$ cat config.mk
export PLATFORM = sky130hd
export DESIGN_NAME = link_wake_up_sequencer_unit_flat
export DESIGN_NICKNAME = d
export VERILOG_FILES = /design/src/rtl/lwus_pkg.sv /design/src/rtl/lwus_if.sv /design/src/rtl/link_wake_up_sequencer_unit.sv /design/src/flat_wrapper.sv
export SDC_FILE = /design/constraint.sdc
export NUM_CORES = 1
export LEC_CHECK = 0
export ABC_CLOCK_PERIOD_IN_PS = 2530
export BUFFER_PORTS_ARGS = -buffer_cell sky130_fd_sc_hd__buf_2
export CAP_MARGIN = 25
export CORE_ASPECT_RATIO = 1.25
export CORE_MARGIN = 5
export CORE_UTILIZATION = 40
export DETAILED_ROUTE_END_ITERATION = 6
export SYNTH_ARGS = -nofsm -noshare
export SYNTH_HDL_FRONTEND = slang
export SYNTH_SLANG_ARGS = --single-unit
$ cat constraint.sdc
create_clock -name clk_i -period 2.53 [get_ports clk_i]
set_input_delay 0 -clock clk_i [delete_from_list [all_inputs] [get_ports clk_i]]
set_output_delay 0 -clock clk_i [all_outputs]
set_load 0.02 [all_outputs]
$ cat src/rtl/lwus_pkg.sv
// Package of the link wake-up sequencer: codes, register defaults and the check byte.
`default_nettype none
package lwus_pkg;

  // Width of the timing registers of the configuration port.
  localparam int unsigned CfgWidth = 16;
  localparam int unsigned CfgIdxWidth = 3;

  // Default build parameters.
  localparam int unsigned TimerBitsDefault = 16;
  localparam int unsigned ReplyBytesDefault = 2;

  // Register defaults after reset.
  localparam logic [15:0] PulseLengthReset = 16'd80;
  localparam logic [15:0] RecvEnableDelayReset = 16'd500;
  localparam logic [15:0] MessageDelayReset = 16'd132;
  localparam logic [15:0] TimeoutFastReset = 16'd858;
  localparam logic [15:0] TimeoutMidReset = 16'd6864;
  localparam logic [15:0] TimeoutSlowReset = 16'd40000;
  localparam logic [2:0] RetryLimitReset = 3'd3;
  localparam logic [7:0] RequestByteReset = 8'hA2;

  // Seed of the check byte and the message type placed in its top bits.
  localparam logic [7:0] CheckSeed = 8'h52;
  localparam logic [1:0] MsgType = 2'b00;

  // Register indexes of the configuration port.
  typedef enum logic [CfgIdxWidth-1:0] {
    CFG_PULSE_LENGTH = 3'd0,
    CFG_RECV_ENABLE  = 3'd1,
    CFG_MSG_DELAY    = 3'd2,
    CFG_TIMEOUT_FAST = 3'd3,
    CFG_TIMEOUT_MID  = 3'd4,
    CFG_TIMEOUT_SLOW = 3'd5,
    CFG_RETRY_LIMIT  = 3'd6,
    CFG_REQUEST_BYTE = 3'd7
  } cfg_idx_e;

  // Request codes of an input beat.
  typedef enum logic [1:0] {
    REQ_START = 2'd0,
    REQ_TICK  = 2'd1,
    REQ_BYTE  = 2'd2,
    REQ_NOP   = 2'd3
  } req_type_e;

  // Physical line modes.
  typedef enum logic [2:0] {
    MODE_INACTIVE = 3'd0,
    MODE_INPUT    = 3'd1,
    MODE_OUTPUT   = 3'd2,
    MODE_SLOW     = 3'd3,
    MODE_MID      = 3'd4,
    MODE_FAST     = 3'd5
  } phy_mode_e;

  // Sequencer phases.
  typedef enum logic [2:0] {
    PH_IDLE    = 3'd0,
    PH_PULSE   = 3'd1,
    PH_REN     = 3'd2,
    PH_DELAY   = 3'd3,
    PH_RX_FAST = 3'd4,
    PH_RX_MID  = 3'd5,
    PH_RX_SLOW = 3'd6
  } phase_e;

  // Check byte: seeded XOR folded to six bits, message type on top.
  function automatic logic [7:0] check_byte(input logic [7:0] b);
    logic [7:0] c;
    logic [7:0] r;
    c = CheckSeed ^ b;
    r[0] = c[0] ^ c[1];
    r[1] = c[2] ^ c[3];
    r[2] = c[4] ^ c[5];
    r[3] = c[6] ^ c[7];
    r[4] = c[0] ^ c[2] ^ c[4] ^ c[6];
    r[5] = c[1] ^ c[3] ^ c[5] ^ c[7];
    r[7:6] = MsgType;
    return r;
  endfunction

endpackage
`default_nettype wire

$ cat src/rtl/lwus_if.sv
// Stream interfaces of the link wake-up sequencer: request beats and result beats.
`default_nettype none
interface lwus_in_if;
  logic       valid;
  logic       ready;
  logic [1:0] req_type;
  logic [7:0] rx_byte;

  modport source (output valid, output req_type, output rx_byte, input ready);
  modport sink (input valid, input req_type, input rx_byte, output ready);
endinterface

interface lwus_out_if;
  logic       valid;
  logic       ready;
  logic       line_drive;
  logic [2:0] phy_mode;
  logic       send_now;
  logic [7:0] send_first;
  logic [7:0] send_check;
  logic       busy_res;
  logic       finished;
  logic       success;
  logic [7:0] reply_first;
  logic [7:0] reply_second;
  logic [2:0] attempts_used;

  modport source (
    output valid, output line_drive, output phy_mode, output send_now,
    output send_first, output send_check, output busy_res, output finished,
    output success, output reply_first, output reply_second, output attempts_used,
    input ready
  );
  modport sink (
    input valid, input line_drive, input phy_mode, input send_now,
    input send_first, input send_check, input busy_res, input finished,
    input success, input reply_first, input reply_second, input attempts_used,
    output ready
  );
endinterface
`default_nettype wire

$ cat src/rtl/link_wake_up_sequencer_unit.sv
// Link wake-up sequencer: timers, retry control and the result register.
//
// The block takes one request beat (start, microsecond tick or received byte) per clock
// cycle and returns exactly one result beat for each, in the cycle after acceptance. The
// state update is a single pass of logic from the phase, timer and counter registers to
// the result register, so a new beat is accepted in every cycle in which the result
// register is empty or its beat is taken in the same cycle; only a stalled result
// holds off the input. There is no clearing pass after reset. Configuration writes
// are registered and must be made while no beat is in flight.
`default_nettype none
module link_wake_up_sequencer_unit #(
  parameter int unsigned TIMER_BITS  = lwus_pkg::TimerBitsDefault,
  parameter int unsigned REPLY_BYTES = lwus_pkg::ReplyBytesDefault
) (
  input  wire                                 clk_i,
  input  wire                                 rst_ni,
  input  wire                                 cfg_we_i,
  input  wire  [lwus_pkg::CfgIdxWidth-1:0]    cfg_idx_i,
  input  wire  [lwus_pkg::CfgWidth-1:0]       cfg_wdata_i,
  lwus_in_if.sink                             req_i,
  lwus_out_if.source                          res_o
);
  import lwus_pkg::*;

  localparam logic [1:0] ReplyLast = 2'(REPLY_BYTES);

  // Configuration registers.
  logic [15:0] pulse_len_q, recv_en_q, msg_delay_q;
  logic [15:0] to_fast_q, to_mid_q, to_slow_q;
  logic [2:0]  retry_limit_q;
  logic [7:0]  request_byte_q;

  always_ff @(posedge clk_i or negedge rst_ni) begin
    if (!rst_ni) begin
      pulse_len_q    <= PulseLengthReset;
      recv_en_q      <= RecvEnableDelayReset;
      msg_delay_q    <= MessageDelayReset;
      to_fast_q      <= TimeoutFastReset;
      to_mid_q       <= TimeoutMidReset;
      to_slow_q      <= TimeoutSlowReset;
      retry_limit_q  <= RetryLimitReset;
      request_byte_q <= RequestByteReset;
    end else if (cfg_we_i) begin
      case (cfg_idx_e'(cfg_idx_i))
        CFG_PULSE_LENGTH: pulse_len_q    <= cfg_wdata_i;
        CFG_RECV_ENABLE:  recv_en_q      <= cfg_wdata_i;
        CFG_MSG_DELAY:    msg_delay_q    <= cfg_wdata_i;
        CFG_TIMEOUT_FAST: to_fast_q      <= cfg_wdata_i;
        CFG_TIMEOUT_MID:  to_mid_q       <= cfg_wdata_i;
        CFG_TIMEOUT_SLOW: to_slow_q      <= cfg_wdata_i;
        CFG_RETRY_LIMIT:  retry_limit_q  <= cfg_wdata_i[2:0];
        CFG_REQUEST_BYTE: request_byte_q <= cfg_wdata_i[7:0];
        default: ;
      endcase
    end
  end

  // Sequencer state.
  phase_e                phase_q, phase_d;
  logic [TIMER_BITS-1:0] count_q, count_d;
  logic                  line_q, line_d;
  logic [2:0]            mode_q, mode_d;
  logic [2:0]            attempt_q, attempt_d;
  logic [1:0]            rcnt_q, rcnt_d;
  logic [7:0]            store0_q, store0_d, store1_q, store1_d;
  logic                  outcome_q, outcome_d;

  logic out_valid_q;
  logic in_fire;
  logic send, fin, expire;
  logic [2:0] attempt_inc;

  assign req_i.ready = !out_valid_q || res_o.ready;
  assign in_fire     = req_i.valid && req_i.ready;
  assign attempt_inc = attempt_q + 3'd1;
  assign expire      = (count_q <= TIMER_BITS'(1));

  // Next state for the accepted beat.
  always_comb begin
    phase_d   = phase_q;
    count_d   = count_q;
    line_d    = line_q;
    mode_d    = mode_q;
    attempt_d = attempt_q;
    rcnt_d    = rcnt_q;
    store0_d  = store0_q;
    store1_d  = store1_q;
    outcome_d = outcome_q;
    send      = 1'b0;
    fin       = 1'b0;
    if (in_fire) begin
      case (req_type_e'(req_i.req_type))
        REQ_START: begin
          if (phase_q == PH_IDLE) begin
            attempt_d = 3'd0;
            outcome_d = 1'b0;
            mode_d    = MODE_OUTPUT;
            if (line_q) begin
              line_d  = 1'b0;
              count_d = TIMER_BITS'(msg_delay_q);
              phase_d = PH_DELAY;
            end else begin
              line_d  = 1'b1;
              count_d = TIMER_BITS'(pulse_len_q);
              phase_d = PH_PULSE;
            end
          end
        end
        REQ_TICK: begin
          if (phase_q != PH_IDLE) begin
            count_d = expire ? '0 : count_q - TIMER_BITS'(1);
            if (expire) begin
              case (phase_q)
                PH_PULSE: begin
                  line_d  = 1'b0;
                  count_d = TIMER_BITS'(recv_en_q);
                  phase_d = PH_REN;
                end
                PH_REN: begin
                  count_d = TIMER_BITS'(msg_delay_q);
                  phase_d = PH_DELAY;
                end
                PH_DELAY: begin
                  mode_d  = MODE_FAST;
                  send    = 1'b1;
                  rcnt_d  = 2'd0;
                  count_d = TIMER_BITS'(to_fast_q);
                  phase_d = PH_RX_FAST;
                end
                PH_RX_FAST: begin
                  mode_d  = MODE_MID;
                  send    = 1'b1;
                  rcnt_d  = 2'd0;
                  count_d = TIMER_BITS'(to_mid_q);
                  phase_d = PH_RX_MID;
                end
                PH_RX_MID: begin
                  mode_d  = MODE_SLOW;
                  send    = 1'b1;
                  rcnt_d  = 2'd0;
                  count_d = TIMER_BITS'(to_slow_q);
                  phase_d = PH_RX_SLOW;
                end
                default: begin
                  // Slowest reply wait ran out: retry the whole attempt or give up.
                  attempt_d = attempt_inc;
                  if (attempt_inc < retry_limit_q) begin
                    mode_d = MODE_OUTPUT;
                    if (line_q) begin
                      line_d  = 1'b0;
                      count_d = TIMER_BITS'(msg_delay_q);
                      phase_d = PH_DELAY;
                    end else begin
                      line_d  = 1'b1;
                      count_d = TIMER_BITS'(pulse_len_q);
                      phase_d = PH_PULSE;
                    end
                  end else begin
                    phase_d   = PH_IDLE;
                    outcome_d = 1'b0;
                    fin       = 1'b1;
                  end
                end
              endcase
            end
          end
        end
        REQ_BYTE: begin
          if (phase_q == PH_RX_FAST || phase_q == PH_RX_MID || phase_q == PH_RX_SLOW) begin
            if (rcnt_q == 2'd0) begin
              store0_d = req_i.rx_byte;
            end
            if (rcnt_q == 2'd1) begin
              store1_d = req_i.rx_byte;
            end
            rcnt_d = rcnt_q + 2'd1;
            if (rcnt_d >= ReplyLast) begin
              phase_d   = PH_IDLE;
              outcome_d = 1'b1;
              fin       = 1'b1;
            end
          end
        end
        default: ;
      endcase
    end
  end

  always_ff @(posedge clk_i or negedge rst_ni) begin
    if (!rst_ni) begin
      phase_q   <= PH_IDLE;
      count_q   <= '0;
      line_q    <= 1'b0;
      mode_q    <= MODE_INACTIVE;
      attempt_q <= 3'd0;
      rcnt_q    <= 2'd0;
      store0_q  <= 8'd0;
      store1_q  <= 8'd0;
      outcome_q <= 1'b0;
    end else begin
      phase_q   <= phase_d;
      count_q   <= count_d;
      line_q    <= line_d;
      mode_q    <= mode_d;
      attempt_q <= attempt_d;
      rcnt_q    <= rcnt_d;
      store0_q  <= store0_d;
      store1_q  <= store1_d;
      outcome_q <= outcome_d;
    end
  end

  // Result register valid flag.
  always_ff @(posedge clk_i or negedge rst_ni) begin
    if (!rst_ni) begin
      out_valid_q <= 1'b0;
    end else if (req_i.ready) begin
      out_valid_q <= in_fire;
    end
  end

  // Result payload, loaded with each accepted beat.
  always_ff @(posedge clk_i) begin
    if (in_fire) begin
      res_o.line_drive    <= line_d;
      res_o.phy_mode      <= mode_d;
      res_o.send_now      <= send;
      res_o.send_first    <= send ? request_byte_q : 8'd0;
      res_o.send_check    <= send ? check_byte(request_byte_q) : 8'd0;
      res_o.busy_res      <= (phase_d != PH_IDLE);
      res_o.finished      <= fin;
      res_o.success       <= outcome_d;
      res_o.reply_first   <= store0_d;
      res_o.reply_second  <= store1_d;
      res_o.attempts_used <= attempt_d;
    end
  end

  assign res_o.valid = out_valid_q;

endmodule
`default_nettype wire

$ cat src/flat_wrapper.sv
// flat-port wrapper written by rule: the top's interface ports become plain ports
module link_wake_up_sequencer_unit_flat import lwus_pkg::*;
#(
  parameter int unsigned TIMER_BITS  = lwus_pkg::TimerBitsDefault,
  parameter int unsigned REPLY_BYTES = lwus_pkg::ReplyBytesDefault
)
  (clk_i, rst_ni, cfg_we_i, cfg_idx_i, cfg_wdata_i, req_i_valid, req_i_req_type, req_i_rx_byte, req_i_ready, res_o_valid, res_o_line_drive, res_o_phy_mode, res_o_send_now, res_o_send_first, res_o_send_check, res_o_busy_res, res_o_finished, res_o_success, res_o_reply_first, res_o_reply_second, res_o_attempts_used, res_o_ready);
  lwus_in_if req_i_i ();
  lwus_out_if res_o_i ();
  input  wire clk_i;
  input  wire rst_ni;
  input  wire cfg_we_i;
  input  wire  [lwus_pkg::CfgIdxWidth-1:0] cfg_idx_i;
  input  wire  [lwus_pkg::CfgWidth-1:0] cfg_wdata_i;
  input wire logic [$bits(req_i_i.valid)-1:0] req_i_valid;
  input wire logic [$bits(req_i_i.req_type)-1:0] req_i_req_type;
  input wire logic [$bits(req_i_i.rx_byte)-1:0] req_i_rx_byte;
  output wire logic [$bits(req_i_i.ready)-1:0] req_i_ready;
  output wire logic [$bits(res_o_i.valid)-1:0] res_o_valid;
  output wire logic [$bits(res_o_i.line_drive)-1:0] res_o_line_drive;
  output wire logic [$bits(res_o_i.phy_mode)-1:0] res_o_phy_mode;
  output wire logic [$bits(res_o_i.send_now)-1:0] res_o_send_now;
  output wire logic [$bits(res_o_i.send_first)-1:0] res_o_send_first;
  output wire logic [$bits(res_o_i.send_check)-1:0] res_o_send_check;
  output wire logic [$bits(res_o_i.busy_res)-1:0] res_o_busy_res;
  output wire logic [$bits(res_o_i.finished)-1:0] res_o_finished;
  output wire logic [$bits(res_o_i.success)-1:0] res_o_success;
  output wire logic [$bits(res_o_i.reply_first)-1:0] res_o_reply_first;
  output wire logic [$bits(res_o_i.reply_second)-1:0] res_o_reply_second;
  output wire logic [$bits(res_o_i.attempts_used)-1:0] res_o_attempts_used;
  input wire logic [$bits(res_o_i.ready)-1:0] res_o_ready;
  assign req_i_i.valid = req_i_valid;
  assign req_i_i.req_type = req_i_req_type;
  assign req_i_i.rx_byte = req_i_rx_byte;
  assign req_i_ready = req_i_i.ready;
  assign res_o_valid = res_o_i.valid;
  assign res_o_line_drive = res_o_i.line_drive;
  assign res_o_phy_mode = res_o_i.phy_mode;
  assign res_o_send_now = res_o_i.send_now;
  assign res_o_send_first = res_o_i.send_first;
  assign res_o_send_check = res_o_i.send_check;
  assign res_o_busy_res = res_o_i.busy_res;
  assign res_o_finished = res_o_i.finished;
  assign res_o_success = res_o_i.success;
  assign res_o_reply_first = res_o_i.reply_first;
  assign res_o_reply_second = res_o_i.reply_second;
  assign res_o_attempts_used = res_o_i.attempts_used;
  assign res_o_i.ready = res_o_ready;
  link_wake_up_sequencer_unit #(.TIMER_BITS(TIMER_BITS), .REPLY_BYTES(REPLY_BYTES)) u_core (.clk_i(clk_i), .rst_ni(rst_ni), .cfg_we_i(cfg_we_i), .cfg_idx_i(cfg_idx_i), .cfg_wdata_i(cfg_wdata_i), .req_i(req_i_i), .res_o(res_o_i));
endmodule
==> impl_metrics.ini <==
[outcome]
status = finished, violations left
violations = negative setup slack

[yosys]
postSynthAreaPerCell_um2 = 12.06
yosys_warnings = 0
ys_seq_area_share_pct = 55.14
synth_area_um2 = 9249
ys_seq_elements = 194
ys_types = 65
ys.flop_type = dfrtp_1
async_flop_share_pct = 78.87
synth_edf_count = 41
synth_cells = 767

[cts]
cts_buffer_depth = 2
cts_htree_levels = 4
clk_pin_slew_ns = 0.08
cts_buffers = 17
clock-root-buffer = clkbuf_16
clk_latency_ns = 0.44
tritoncts = yes
cts.sinks = 194

[drt]
via_count = 6628
drt-vias-per-instance = 5.491
first_pass_iters = 5
drt-initial-drc-count = 382
ant_nets = 0
post_drt_wl_per_cell_um = 18.45
drc_errors = 0
wl_mm = 22.28

[floorplanning]
die_w_um = 146.0
start_util_pct = 40.42
row_count = 62
dieArea_um2 = 26280
io_pins = 79
die_h_um = 180.0
design.core.area_um2 = 22880

[place]
portBuffers = 76
post_dp_cell_area_um2 = 10290
hpwlAfterDp_mm = 14.85
place.gp.congestion = 0.8748
placed_cells = 1141
place_ws_ns = -0.08876

[critical_path]
required_ns = 2.81
arrival_ns = 2.86
crit_path_end_kind = register
crit_fanout = 5
critPathKind = reg2reg
critPathLaunchType = register

[worst_hold_path]
hold_path.class = in2reg

[sta]
finalSetupViolCount = 10
clock.fmax_mhz = 387.6
slew_violations = 0
tightestPinTransition_ns = 0.7969
min_period_over_period_pct = 102.0
rsz0062_at_grt = true
finalClockSkew_ns = 0.01235
timing_hold_violations_final = 0
slew_headroom_pct = 46.46
post-route-min-period_ns = 2.580
setup_slack_ns = -0.05028

[finish]
diodes = 0
area_delta_synth_final_pct = 23.23
drive_above_1_share_pct = 41.13
finalNonFillerCells = 1207
design_area_um2 = 11400
n_fill_cell = 2044
nets = 952
fin_util_pct = 49.80

[power_and_ir_drop]
power.density_nw_per_um2 = 833.9
irDropWorstVdd_mv = 0.4908
p_leak_uw = 0.004666

[grt]
track_usage_pct = 17.34
grt_max_degree = 80
grt_pass1_wl_mm = 36.79
antenna_found_initial = 0
grt-ovfl-total = 0
grt_pass1_vias = 6740

[run]
maxCapViolCount = 0
cell families (layout without fill, tap and decap cells):
| logic type | Yosys count | after routing | synth area share, % |
|---|---|---|---|
| flops | 194 | 194 | 55.14 |
| compound gates | 162 | 162 | 11.19 |
| mux | 156 | 156 | 18.67 |
| xor+xnor | 18 | 18 | 1.705 |
| other cells | 1 | 2 | 0.04055 |
| simple gates | 160 | 160 | 8.442 |
| buf+inv | 61 | 212 | 2.868 |
| fa+ha+maj | 15 | 15 | 1.948 |
where the power goes:
part	total [uW]	internal, uW	switching, uW
clock network	2610	1310	1300
registers	4430	4010	419
logic	2470	1220	1240
sequential cells by signal, indices dropped and copies added, names as in the netlist, 6 cells and up:
signal,cells
u_core.count_q,16
u_core.res_o.send_first,8
u_core.pulse_len_q,16
u_core.to_slow_q,16
u_core.request_byte_q,8
u_core.store1_q,8
u_core.recv_en_q,16
u_core.res_o.reply_second,8
u_core.store0_q,8
u_core.msg_delay_q,16
u_core.res_o.reply_first,8
u_core.to_mid_q,16
u_core.res_o.send_check,6
u_core.to_fast_q,16
Yosys cell counts, types with 4 or more instances:
library cell | number | area, um2
a211oi_1 | 7 | 52.55
mux2_2 | 132 | 1486
edfxtp_1 | 41 | 1231
xnor2_1 | 12 | 105.1
nand2b_1 | 4 | 25.02
clkbuf_1 | 33 | 123.9
xor2_1 | 6 | 52.55
a21oi_1 | 45 | 225.2
buf_1 | 5 | 18.77
o211ai_1 | 4 | 30.03
o21ai_0 | 43 | 215.2
a221oi_1 | 14 | 122.6
nor4_1 | 5 | 31.28
nand2_1 | 36 | 135.1
nor3b_1 | 4 | 30.03
inv_1 | 15 | 56.30
dfstp_2 | 32 | 840.8
ha_1 | 12 | 150.1
a22oi_1 | 7 | 52.55
mux2i_1 | 24 | 240.2
and2_1 | 10 | 62.56
nor3_1 | 18 | 90.09
nand3_1 | 13 | 65.06
a31oi_1 | 8 | 50.05
nor2_1 | 47 | 176.4
dfrtp_1 | 121 | 3028
o22a_1 | 4 | 35.03
nor2b_1 | 5 | 31.28
placed cells by master (no fill, tap or decap), types with 5 or more instances in the layout:
cell type	count
mux2_2	132
dfrtp_1	121
buf_2	75
nor2_1	46
buf_4	45
a21oi_1	42
edfxtp_1	41
nand2_1	35
dfstp_2	32
dlygate4sd3_1	27
o21ai_0	25
mux2i_1	24
clkbuf_16	17
o21ai_1	15
inv_1	15
nor3_1	14
a221oi_1	13
nand3_1	12
xnor2_1	12
ha_1	10
and2_1	8
buf_6	8
a22oi_1	7
a31oi_1	7
a211oi_2	6
inv_6	6
buf_12	6
xor2_1	5
through the flow:
| stage | total power (uW) | TNS [ns] | hold WS [ns] |
|---|---|---|---|
| after global routing | 10040 | -1.371 | 0.04600 |
| final | 9505 | -0.1974 | 0.04770 |
| after CTS | 9528 | -0.01038 | 0.03202 |
| after detailed placement | 6838 | -1.352 | 0.1168 |
| after floorplan | 6048 | -0.6446 | -0.2956 |
| after global placement | 6790 | -0.4365 | 0.1128 |
timing repair:
item,4_1_cts,5_1_grt
gates resized for setup,15,45
hold endpoints to repair,207,0
gates cloned,1,0
endpoints found under the setup margin,30,37
buffers inserted,3,6
hold buffers,27,0
pin swaps,5,27
cell type report:
type,instances,area [um2],area share [%]
Tap cell,288,360.3,3.162
Clock buffer,18,429.2,3.766
Clock inverter,14,133.9,1.175
Multi-Input combinational cell,513,4086,35.85
Timing Repair Buffer,162,1209,10.60
Sequential cell,194,5100,44.75
Inverter,17,70.07,0.6148
Timing Repair inverter,1,8.758,0.07685
metal layers:
layer / routed length (um) / up-vias / GRT usage (%)
met4: 445 / 0 / 5.873
met2: 11230 / 149 / 29.41
met1: 9779 / 3350 / 22.38
met3: 817 / 33 / 3.270
li1: - / 3096 / -
met5: 0 / - / 0
worst max-delay path, cell delays in order, from the launching register on:
cell     delay, ns
dfrtp_1       0.39
or4_4         0.54
or4_4         0.53
buf_6         0.15
nor2_4        0.17
a21oi_2       0.07
or3_4         0.39
o21ai_4       0.18
worst paths after layout:
check | startpoint | cells after the start | slack, ns | endpoint
min in group asynchronous | rst_ni | 2 | 0.19 | u_core.store0_q[4]
hold / removal | cfg_idx_i[2] | 3 | 0.05 | u_core.retry_limit_q[0]
max in group asynchronous | rst_ni | 3 | 1.56 | u_core.request_byte_q[7]
setup reg to reg | u_core.count_q[3] | 7 | -0.05 | u_core.res_o.line_drive
hold reg to reg | u_core.store1_q[6] | 1 | 0.50 | u_core.store1_q[6]
setup / recovery | u_core.count_q[3] | 7 | -0.05 | u_core.res_o.line_drive
(Power assumes the default switching activity.)
